[src/hw/rtl/trwq_pkg.sv]
// ----------------------------------------------------------------------------
// trwq_pkg: shared types and constants for the ready/wait task queues
// Sizes of both lists, field widths, status codes, sequencer states and
// the record handed from the list engine to the output stage.
// ----------------------------------------------------------------------------
package trwq_pkg;

    // list sizes
    localparam int READY_DEPTH = 16;
    localparam int WAIT_DEPTH  = 16;

    // field widths
    localparam int ID_W      = 8;
    localparam int PRIO_W    = 8;
    localparam int EV_W      = 8;
    localparam int CNT_OUT_W = 5;

    // derived index and count widths
    localparam int RIDX_W = (READY_DEPTH > 1) ? $clog2(READY_DEPTH) : 1;
    localparam int RCNT_W = $clog2(READY_DEPTH + 1);
    localparam int WCNT_W = $clog2(WAIT_DEPTH + 1);

    // action codes
    localparam logic ACT_ADD     = 1'b0;
    localparam logic ACT_SUSPEND = 1'b1;

    // event code meaning "ready now"
    localparam logic [EV_W-1:0] EV_READY = '0;

    typedef enum logic [1:0] {
        ST_OK           = 2'd0,
        ST_READY_FULL   = 2'd1,
        ST_WAIT_FULL    = 2'd2,
        ST_NONE_RUNNING = 2'd3
    } status_t;

    typedef enum logic [2:0] {
        ENG_IDLE,
        ENG_RD,
        ENG_CMP,
        ENG_PLACE,
        ENG_HEAD_LD,
        ENG_DONE
    } eng_state_t;

    typedef struct packed {
        logic [ID_W-1:0]   id;
        logic [PRIO_W-1:0] prio;
    } ready_entry_t;

    typedef struct packed {
        status_t               status;
        logic                  running_valid;
        logic [ID_W-1:0]       running_id;
        logic [PRIO_W-1:0]     running_priority;
        logic [CNT_OUT_W-1:0]  ready_count;
        logic [CNT_OUT_W-1:0]  waiting_count;
    } trwq_result_t;

endpackage

[src/hw/rtl/trwq_ram.sv]
// ----------------------------------------------------------------------------
// trwq_ram: generic single-port-write, single-port-read memory
// One write and one read per cycle; read data is registered.
// ----------------------------------------------------------------------------
module trwq_ram #(
    parameter int WIDTH = 8,
    parameter int DEPTH = 16
) (
    input  logic                                         clk,
    input  logic                                         wr_en,
    input  logic [((DEPTH > 1) ? $clog2(DEPTH) : 1)-1:0] wr_addr,
    input  logic [WIDTH-1:0]                             wr_data,
    input  logic [((DEPTH > 1) ? $clog2(DEPTH) : 1)-1:0] rd_addr,
    output logic [WIDTH-1:0]                             rd_data
);

    logic [WIDTH-1:0] mem_reg [DEPTH];
    logic [WIDTH-1:0] rd_data_reg;

    // storage write and registered read
    always_ff @(posedge clk)
    begin
        if (wr_en)
        begin
            mem_reg[wr_addr] <= wr_data;
        end
        rd_data_reg <= mem_reg[rd_addr];
    end

    assign rd_data = rd_data_reg;

endmodule

[src/hw/rtl/trwq_engine.sv]
// ----------------------------------------------------------------------------
// trwq_engine: list sequencer for the ready and waiting lists
// The ready list sits in a circular memory sorted by priority; inserts walk
// from the tail one entry at a time through a shared compare, pops move the
// head pointer. Waiting-list entries never reach the ports, so only the
// waiting-list length is kept.
// ----------------------------------------------------------------------------
module trwq_engine
    import trwq_pkg::*;
(
    input  logic              clk,
    input  logic              rst_n,
    input  logic              start,
    input  logic              req_action,
    input  logic [ID_W-1:0]   req_id,
    input  logic [PRIO_W-1:0] req_prio,
    input  logic [EV_W-1:0]   req_ev,
    output logic              busy,
    output logic              result_valid,
    input  logic              result_taken,
    output trwq_result_t      result
);

    eng_state_t         state_reg, state_next;
    logic [RIDX_W-1:0]  rbase_reg, rbase_next;
    logic [RCNT_W-1:0]  rlen_reg, rlen_next;
    logic [WCNT_W-1:0]  wlen_reg, wlen_next;
    logic [RCNT_W-1:0]  k_reg, k_next;
    status_t            status_reg, status_next;
    logic [ID_W-1:0]    id_reg, id_next;
    logic [PRIO_W-1:0]  prio_reg, prio_next;
    logic [ID_W-1:0]    head_id_reg, head_id_next;
    logic [PRIO_W-1:0]  head_prio_reg, head_prio_next;

    logic               rwr_en;
    logic [RIDX_W-1:0]  rwr_addr;
    ready_entry_t       rwr_data;
    logic [RIDX_W-1:0]  rrd_addr;
    ready_entry_t       rrd_data;
    logic               entry_later;
    logic               ready_full;
    logic               wait_full;

    // logical list position to physical memory address
    function automatic logic [RIDX_W-1:0] ready_addr(
        input logic [RIDX_W-1:0] base,
        input logic [RCNT_W-1:0] pos
    );
        logic [RCNT_W:0] sum;
        sum = (RCNT_W+1)'(base) + (RCNT_W+1)'(pos);
        if (sum >= (RCNT_W+1)'(READY_DEPTH))
        begin
            sum = sum - (RCNT_W+1)'(READY_DEPTH);
        end
        return sum[RIDX_W-1:0];
    endfunction

    // ready list memory
    trwq_ram #(
        .WIDTH ($bits(ready_entry_t)),
        .DEPTH (READY_DEPTH)
    ) u_ready_ram (
        .clk     (clk),
        .wr_en   (rwr_en),
        .wr_addr (rwr_addr),
        .wr_data (rwr_data),
        .rd_addr (rrd_addr),
        .rd_data (rrd_data)
    );

    // shared compare: stored entry ranks after the new task
    assign entry_later = (rrd_data.prio > prio_reg);
    assign ready_full  = (rlen_reg >= RCNT_W'(READY_DEPTH));
    assign wait_full   = (wlen_reg >= WCNT_W'(WAIT_DEPTH));

    // state registers
    always_ff @(posedge clk or negedge rst_n)
    begin
        if (!rst_n)
        begin
            state_reg  <= ENG_IDLE;
            rbase_reg  <= '0;
            rlen_reg   <= '0;
            wlen_reg   <= '0;
            status_reg <= ST_OK;
        end
        else
        begin
            state_reg  <= state_next;
            rbase_reg  <= rbase_next;
            rlen_reg   <= rlen_next;
            wlen_reg   <= wlen_next;
            status_reg <= status_next;
        end
    end

    // payload registers
    always_ff @(posedge clk)
    begin
        k_reg         <= k_next;
        id_reg        <= id_next;
        prio_reg      <= prio_next;
        head_id_reg   <= head_id_next;
        head_prio_reg <= head_prio_next;
    end

    // sequencer
    always_comb
    begin
        state_next     = state_reg;
        rbase_next     = rbase_reg;
        rlen_next      = rlen_reg;
        wlen_next      = wlen_reg;
        status_next    = status_reg;
        k_next         = k_reg;
        id_next        = id_reg;
        prio_next      = prio_reg;
        head_id_next   = head_id_reg;
        head_prio_next = head_prio_reg;
        rwr_en         = 1'b0;
        rwr_addr       = ready_addr(rbase_reg, k_reg);
        rwr_data       = '{id: id_reg, prio: prio_reg};
        rrd_addr       = ready_addr(rbase_reg, k_reg - RCNT_W'(1));

        case (state_reg)
            ENG_IDLE:
            begin
                if (start)
                begin
                    id_next     = req_id;
                    prio_next   = req_prio;
                    k_next      = rlen_reg;
                    status_next = ST_OK;
                    state_next  = ENG_DONE;
                    if (req_action == ACT_ADD)
                    begin
                        if (req_ev == EV_READY)
                        begin
                            if (ready_full)
                            begin
                                status_next = ST_READY_FULL;
                            end
                            else if (rlen_reg == '0)
                            begin
                                state_next = ENG_PLACE;
                            end
                            else
                            begin
                                state_next = ENG_RD;
                            end
                        end
                        else if (wait_full)
                        begin
                            status_next = ST_WAIT_FULL;
                        end
                        else
                        begin
                            wlen_next = wlen_reg + WCNT_W'(1);
                        end
                    end
                    else
                    begin
                        if (rlen_reg == '0)
                        begin
                            status_next = ST_NONE_RUNNING;
                        end
                        else if (wait_full)
                        begin
                            status_next = ST_WAIT_FULL;
                        end
                        else
                        begin
                            // running task moves to the waiting list
                            wlen_next  = wlen_reg + WCNT_W'(1);
                            rbase_next = ready_addr(rbase_reg, RCNT_W'(1));
                            rlen_next  = rlen_reg - RCNT_W'(1);
                            rrd_addr   = ready_addr(rbase_reg, RCNT_W'(1));
                            if (rlen_reg > RCNT_W'(1))
                            begin
                                state_next = ENG_HEAD_LD;
                            end
                        end
                    end
                end
            end

            ENG_RD:
            begin
                // read entry k-1, data arrives next cycle
                state_next = ENG_CMP;
            end

            ENG_CMP:
            begin
                rwr_en = 1'b1;
                if (entry_later)
                begin
                    // shift the entry one place toward the tail
                    rwr_data = rrd_data;
                    k_next   = k_reg - RCNT_W'(1);
                    if (k_reg == RCNT_W'(1))
                    begin
                        state_next = ENG_PLACE;
                    end
                    else
                    begin
                        state_next = ENG_RD;
                    end
                end
                else
                begin
                    rlen_next  = rlen_reg + RCNT_W'(1);
                    state_next = ENG_DONE;
                end
            end

            ENG_PLACE:
            begin
                // new task becomes the head
                rwr_en         = 1'b1;
                rlen_next      = rlen_reg + RCNT_W'(1);
                head_id_next   = id_reg;
                head_prio_next = prio_reg;
                state_next     = ENG_DONE;
            end

            ENG_HEAD_LD:
            begin
                head_id_next   = rrd_data.id;
                head_prio_next = rrd_data.prio;
                state_next     = ENG_DONE;
            end

            ENG_DONE:
            begin
                if (result_taken)
                begin
                    state_next = ENG_IDLE;
                end
            end

            default:
            begin
                state_next = ENG_IDLE;
            end
        endcase
    end

    // result record
    always_comb
    begin
        result.status           = status_reg;
        result.running_valid    = (rlen_reg != '0);
        result.running_id       = (rlen_reg != '0) ? head_id_reg : '0;
        result.running_priority = (rlen_reg != '0) ? head_prio_reg : '0;
        result.ready_count      = CNT_OUT_W'(rlen_reg);
        result.waiting_count    = CNT_OUT_W'(wlen_reg);
    end

    assign busy         = (state_reg != ENG_IDLE);
    assign result_valid = (state_reg == ENG_DONE);

endmodule

[src/hw/rtl/task_ready_wait_queues.sv]
// ----------------------------------------------------------------------------
// task_ready_wait_queues: priority-sorted ready list with a waiting list
// Input transactions add a task or suspend the running task; each returns
// one output transaction with the status and the list state afterward.
//
// Usage:
//   in_valid/in_stall carries action, task_id, task_prio and event_code;
//   out_valid/out_stall carries status, running_valid, running_id,
//   running_priority, ready_count and waiting_count, one per transaction in.
// Sequencing:
//   One transaction is worked on at a time; in_stall is high while busy.
//   A ready-list add walks from the tail: each entry that ranks after the
//   new task (at most READY_DEPTH - 1) is read in ENG_RD and shifted one
//   place in ENG_CMP; the task is written in ENG_CMP, or in ENG_PLACE when
//   it is the new head. A suspend leaving tasks ready visits ENG_HEAD_LD.
// Reset: both lists come up empty; the list memory needs no clearing.
// Stall: a finished result sits in the output register until taken; the
//   next transaction is accepted meanwhile and its result waits in the engine.
// ----------------------------------------------------------------------------
module task_ready_wait_queues
    import trwq_pkg::*;
(
    input  logic                 clk,
    input  logic                 rst_n,
    input  logic                 in_valid,
    output logic                 in_stall,
    input  logic                 action,
    input  logic [ID_W-1:0]      task_id,
    input  logic [PRIO_W-1:0]    task_prio,
    input  logic [EV_W-1:0]      event_code,
    output logic                 out_valid,
    input  logic                 out_stall,
    output logic [1:0]           status,
    output logic                 running_valid,
    output logic [ID_W-1:0]      running_id,
    output logic [PRIO_W-1:0]    running_priority,
    output logic [CNT_OUT_W-1:0] ready_count,
    output logic [CNT_OUT_W-1:0] waiting_count
);

    logic          busy;
    logic          start;
    logic          eng_valid;
    logic          eng_taken;
    trwq_result_t  eng_result;
    logic          out_valid_reg, out_valid_next;
    trwq_result_t  out_result_reg;

    assign in_stall = busy;
    assign start    = in_valid && !busy;

    // list engine
    trwq_engine u_engine (
        .clk          (clk),
        .rst_n        (rst_n),
        .start        (start),
        .req_action   (action),
        .req_id       (task_id),
        .req_prio     (task_prio),
        .req_ev       (event_code),
        .busy         (busy),
        .result_valid (eng_valid),
        .result_taken (eng_taken),
        .result       (eng_result)
    );

    // output register loads when empty or being drained
    assign eng_taken = eng_valid && (!out_valid_reg || !out_stall);

    always_comb
    begin
        out_valid_next = out_valid_reg;
        if (eng_taken)
        begin
            out_valid_next = 1'b1;
        end
        else if (!out_stall)
        begin
            out_valid_next = 1'b0;
        end
    end

    always_ff @(posedge clk or negedge rst_n)
    begin
        if (!rst_n)
        begin
            out_valid_reg <= 1'b0;
        end
        else
        begin
            out_valid_reg <= out_valid_next;
        end
    end

    always_ff @(posedge clk)
    begin
        if (eng_taken)
        begin
            out_result_reg <= eng_result;
        end
    end

    // output fields
    assign out_valid        = out_valid_reg;
    assign status           = out_result_reg.status;
    assign running_valid    = out_result_reg.running_valid;
    assign running_id       = out_result_reg.running_id;
    assign running_priority = out_result_reg.running_priority;
    assign ready_count      = out_result_reg.ready_count;
    assign waiting_count    = out_result_reg.waiting_count;

endmodule

[config.mk]
export PLATFORM = sky130hd
export DESIGN_NAME = task_ready_wait_queues
export DESIGN_NICKNAME = d
export VERILOG_FILES = /design/src/hw/rtl/trwq_pkg.sv /design/src/hw/rtl/trwq_ram.sv /design/src/hw/rtl/trwq_engine.sv /design/src/hw/rtl/task_ready_wait_queues.sv
export SDC_FILE = /design/constraint.sdc
export NUM_CORES = 1
export LEC_CHECK = 0
export CAP_MARGIN = 20
export CORE_MARGIN = 8
export CORE_UTILIZATION = 39
export DETAILED_ROUTE_END_ITERATION = 12
export DONT_BUFFER_PORTS = 1
export REMOVE_ABC_BUFFERS = 1
export SLEW_MARGIN = 20
export SYNTH_ARGS = -nofsm -noshare
export SYNTH_HDL_FRONTEND = slang
export SYNTH_SLANG_ARGS = --single-unit
[constraint.sdc]
create_clock -name clk -period 3.15 [get_ports clk]
set_clock_uncertainty 0.05 [all_clocks]
set_input_delay 0.1575 -clock clk [delete_from_list [all_inputs] [get_ports clk]]
set_output_delay 0.1575 -clock clk [all_outputs]
set_load 0.005 [all_outputs]
==> metrics.log <==
INFO  metric route.detailed.drc = 0
INFO  metric insertion_delay = 540 ps
INFO  metric post_synth_most_frequent_cells = sky130_fd_sc_hd__edfxtp_1 (322), sky130_fd_sc_hd__o21ai_0 (74), sky130_fd_sc_hd__nand2_1 (63), sky130_fd_sc_hd__a32oi_1 (61), sky130_fd_sc_hd__nand3_1 (53)
INFO  metric drt.antenna.violating_nets = 0
INFO  metric setup_viol_count_final = 0
INFO  metric postSynth.topFlopCell = sky130_fd_sc_hd__edfxtp_1
INFO  metric place.port_buffers = 0
INFO  metric synth_enable_flop_cells = 322
INFO  metric max_slew.worst_pin.slew = slightly above 800 ps
INFO  metric number_of_global_route_vias_before_repair = just under 9000
INFO  metric synth_top_family_by_area = compound AO/OA/AOI/OAI gates
INFO  metric worstSetupPathType = register to register
INFO  metric setup_total_negative_slack = 0 ps
INFO  metric async_reset_ff_share = 5.59%
INFO  metric largest_register_ffs = 256
INFO  metric post-synth-top-count-cell = sky130_fd_sc_hd__edfxtp_1
INFO  metric fin_crit = 3030 ps
INFO  metric timing.critical_path.from_type = register
INFO  metric grt_use_total = 15.6%
INFO  metric synth.yosys.warnings = 0
INFO  metric timing.critical_path.arrival = 3460 ps
INFO  metric yosysUniqueCellTypes = between 60 and 70
INFO  metric timing.max_cap.violations = 0
INFO  metric detail_route.wl_per_cell = 21.9 um
INFO  metric rsz0062_at_grt = false
INFO  metric p_per_cell_area = roughly 1200 mW/mm^2
INFO  metric drt_pass1_iterations = 7
INFO  metric critical_path_peak_fanout = a little over 60
INFO  metric yosys.area_share.simple = 6.82%
INFO  metric synth.area.top_cells = sky130_fd_sc_hd__edfxtp_1 (65%), sky130_fd_sc_hd__a32oi_1 (3.6%), sky130_fd_sc_hd__dfrtp_1 (3.4%), sky130_fd_sc_hd__o21ai_0 (2.5%), sky130_fd_sc_hd__mux2i_1 (2.3%)
INFO  metric fp.dieH = 212 um
INFO  metric gr-total-overflow = 0
INFO  metric placement_rows = between 70 and 80
INFO  metric grt_antenna_before_repair = 0
INFO  metric clkSinkCount = 358
INFO  metric layout.nets = 1130
INFO  metric maxSlewViolCount = 0
INFO  metric synth.yosys.seq_area_share = a little over 70%
INFO  metric detailedPlacementHpwl = 20600 um
INFO  metric pin_count_of_the_biggest_net_entering_global_routing = 63
INFO  metric finalHoldViolations = 0
INFO  metric proportion_of_layout_cells_with_a_drive_suffix_above_1 = 14.8%
INFO  metric io-pin-count = 60
INFO  metric vdd_ir_drop_max = 0.000810 V
INFO  metric run_status = finished, final reports clean
INFO  metric power.leakage = 5.94 nW
INFO  metric detail_route.wirelength = between 30000 and 40000 um
INFO  metric synth_mux_area_share = 4.32%
INFO  metric cts-root-buf = sky130_fd_sc_hd__clkbuf_16
INFO  metric detailroute.via_count = about 9000
INFO  metric critPathCaptureType = register
INFO  metric die-area = 0.0447 sq mm
INFO  metric syn-instance-count = 1023
INFO  metric detailed_place.area = 0.0158 sq mm
INFO  metric synth_largest_area_cell = sky130_fd_sc_hd__edfxtp_1
INFO  metric post_synthesis_average_cell_area = around 15 sq um
INFO  metric place_congestion = roughly 0.81
INFO  metric maximum_level_of_the_cts_h_tree = 2
INFO  metric relSlewSlack = 44.8%
INFO  metric synth_top_area_share = between 60% and 70%
INFO  metric worstPathRequired = 3580 ps
INFO  metric syn-cell-area = 0.0149 sq mm
INFO  metric cts_max_path_buffers = 3
INFO  metric initial_utilization = 39.6%
INFO  metric post-route-worst-setup-slack = 124 ps
INFO  metric synth_compound_area_share = 12.1%
INFO  metric n_antenna_cell = 0
INFO  metric hold_class = primary input to register
INFO  metric clk_transition_reported_paths = around 60 ps
INFO  metric vias_per_cell = ~5.6
INFO  metric synth_xor_xnor_area_share = 1.41%
INFO  metric cts_inserted_buffers = 39
INFO  metric drt_first_iter_violations = approximately 730
INFO  metric ys_ff_latch = 358
INFO  metric period_share = roughly 96%
INFO  metric max_freq = ~0.33 GHz
INFO  metric cts_tree = built
INFO  metric layout.cell_area.non_filler = between 0.015 and 0.02 sq mm
INFO  metric post-place-ws = around 160 ps
INFO  metric report.power.total = 0.0205 W
INFO  metric fp.coreArea = ~0.038 sq mm
INFO  metric grt_pass1_wl = about 54000 um
INFO  metric die_w = roughly 210 um
INFO  metric synth_fa_ha_area_share = 2.20%
INFO  metric area.growth.synth_to_final = 16.6%
[metrics by stage]
stage / instances / hold slack, ps / utilization [%]
floorplan: 952 / -188 / -
global placement: 1522 / -186 / 41.9
detailed placement: 1522 / -186 / 41.9
CTS: 1617 / 14.5 / 46.1
global route: 1618 / 48.4 / 46.2
finish: 1618 / 36.1 / 46.2
[cells in the final DEF (no fill, tap or decap), types with 20 or more instances in the layout]
cell type and count:
sky130_fd_sc_hd__a21oi_1 43, sky130_fd_sc_hd__a221o_1 30, sky130_fd_sc_hd__a32oi_1 61, sky130_fd_sc_hd__buf_4 54, sky130_fd_sc_hd__clkbuf_16 39, sky130_fd_sc_hd__dfrtp_1 20, sky130_fd_sc_hd__dlygate4sd3_1 23, sky130_fd_sc_hd__edfxtp_1 322
sky130_fd_sc_hd__ha_1 23, sky130_fd_sc_hd__inv_1 23, sky130_fd_sc_hd__mux2_2 25, sky130_fd_sc_hd__mux2i_1 34, sky130_fd_sc_hd__nand2_1 62, sky130_fd_sc_hd__nand3_1 53, sky130_fd_sc_hd__nor2_1 34, sky130_fd_sc_hd__o21ai_0 74
[kinds of logic (layout without fill, tap and decap cells)]
group           after synthesis  in the layout
xor+xnor                     24             24
mux                          60             60
flops                       358            358
compound gates              257            257
buf+inv                      96            180
simple gates                203            203
fa+ha+maj                    25             25
[layer usage]
metal,routed length [um],vias to the layer above,part of all wire (%),GRT usage (%)
met5,0,-,0,0
met4,765,0,2.2,4.89
met3,1980,54,5.6,2.60
met2,16700,294,47,25.3
met1,16000,4528,45,21.2
li1,-,4120,-,-
[power breakdown]
part           total [W]  internal, W  leakage [nW]  switching [W]
registers        0.00669      0.00628          3.30       0.000408
clock network    0.00477      0.00290         0.646        0.00187
logic            0.00900      0.00336          2.00        0.00564
total             0.0205       0.0125          5.94        0.00791
[timing repair]
| item | CTS | global route |
|---|---|---|
| hold buffers | 23 | 1 |
| resized for setup | 0 | 2 |
| hold endpoints to repair | 42 | 20 |
| setup endpoints to repair | 0 | 2 |
| buffers inserted | 0 | 0 |
[final timing paths]
kind / start / to / slack [ps] / cells past startpoint
worst max-delay path: u_engine.k_reg[0] / u_engine.u_ready_ram.rd_data[1] / 120 / 9
worst min register to register: u_engine.status_reg[0] / status[0] / 410 / 0
max in group asynchronous: rst_n / u_engine.state_reg[0] / 2600 / 2
min in group asynchronous: rst_n / u_engine.rbase_reg[2] / 90 / 2
worst max register to register: u_engine.k_reg[0] / u_engine.u_ready_ram.rd_data[1] / 120 / 9
worst min-delay path: event_code[1] / u_engine.status_reg[0] / 40 / 3
[cell type report]
class	count	area [sq um]
clock buffers	46	1010
repair buffers	83	748
well taps	511	639
flip-flops and latches	358	10500
multi-input cells	569	4040
fillers	3307	20300
inverters	25	106
clock inverters	26	350
[critical path, cell delays in order (launching register included)]
cell	delay (ps)
sky130_fd_sc_hd__edfxtp_1	440
sky130_fd_sc_hd__inv_1	140
sky130_fd_sc_hd__ha_1	290
sky130_fd_sc_hd__fa_1	560
sky130_fd_sc_hd__a31o_2	310
sky130_fd_sc_hd__nand2_2	210
sky130_fd_sc_hd__buf_16	320
sky130_fd_sc_hd__mux2i_1	130
sky130_fd_sc_hd__a221o_1	370
sky130_fd_sc_hd__nand3_1	80
No activity file was read; power rests on OpenSTA's default activity.
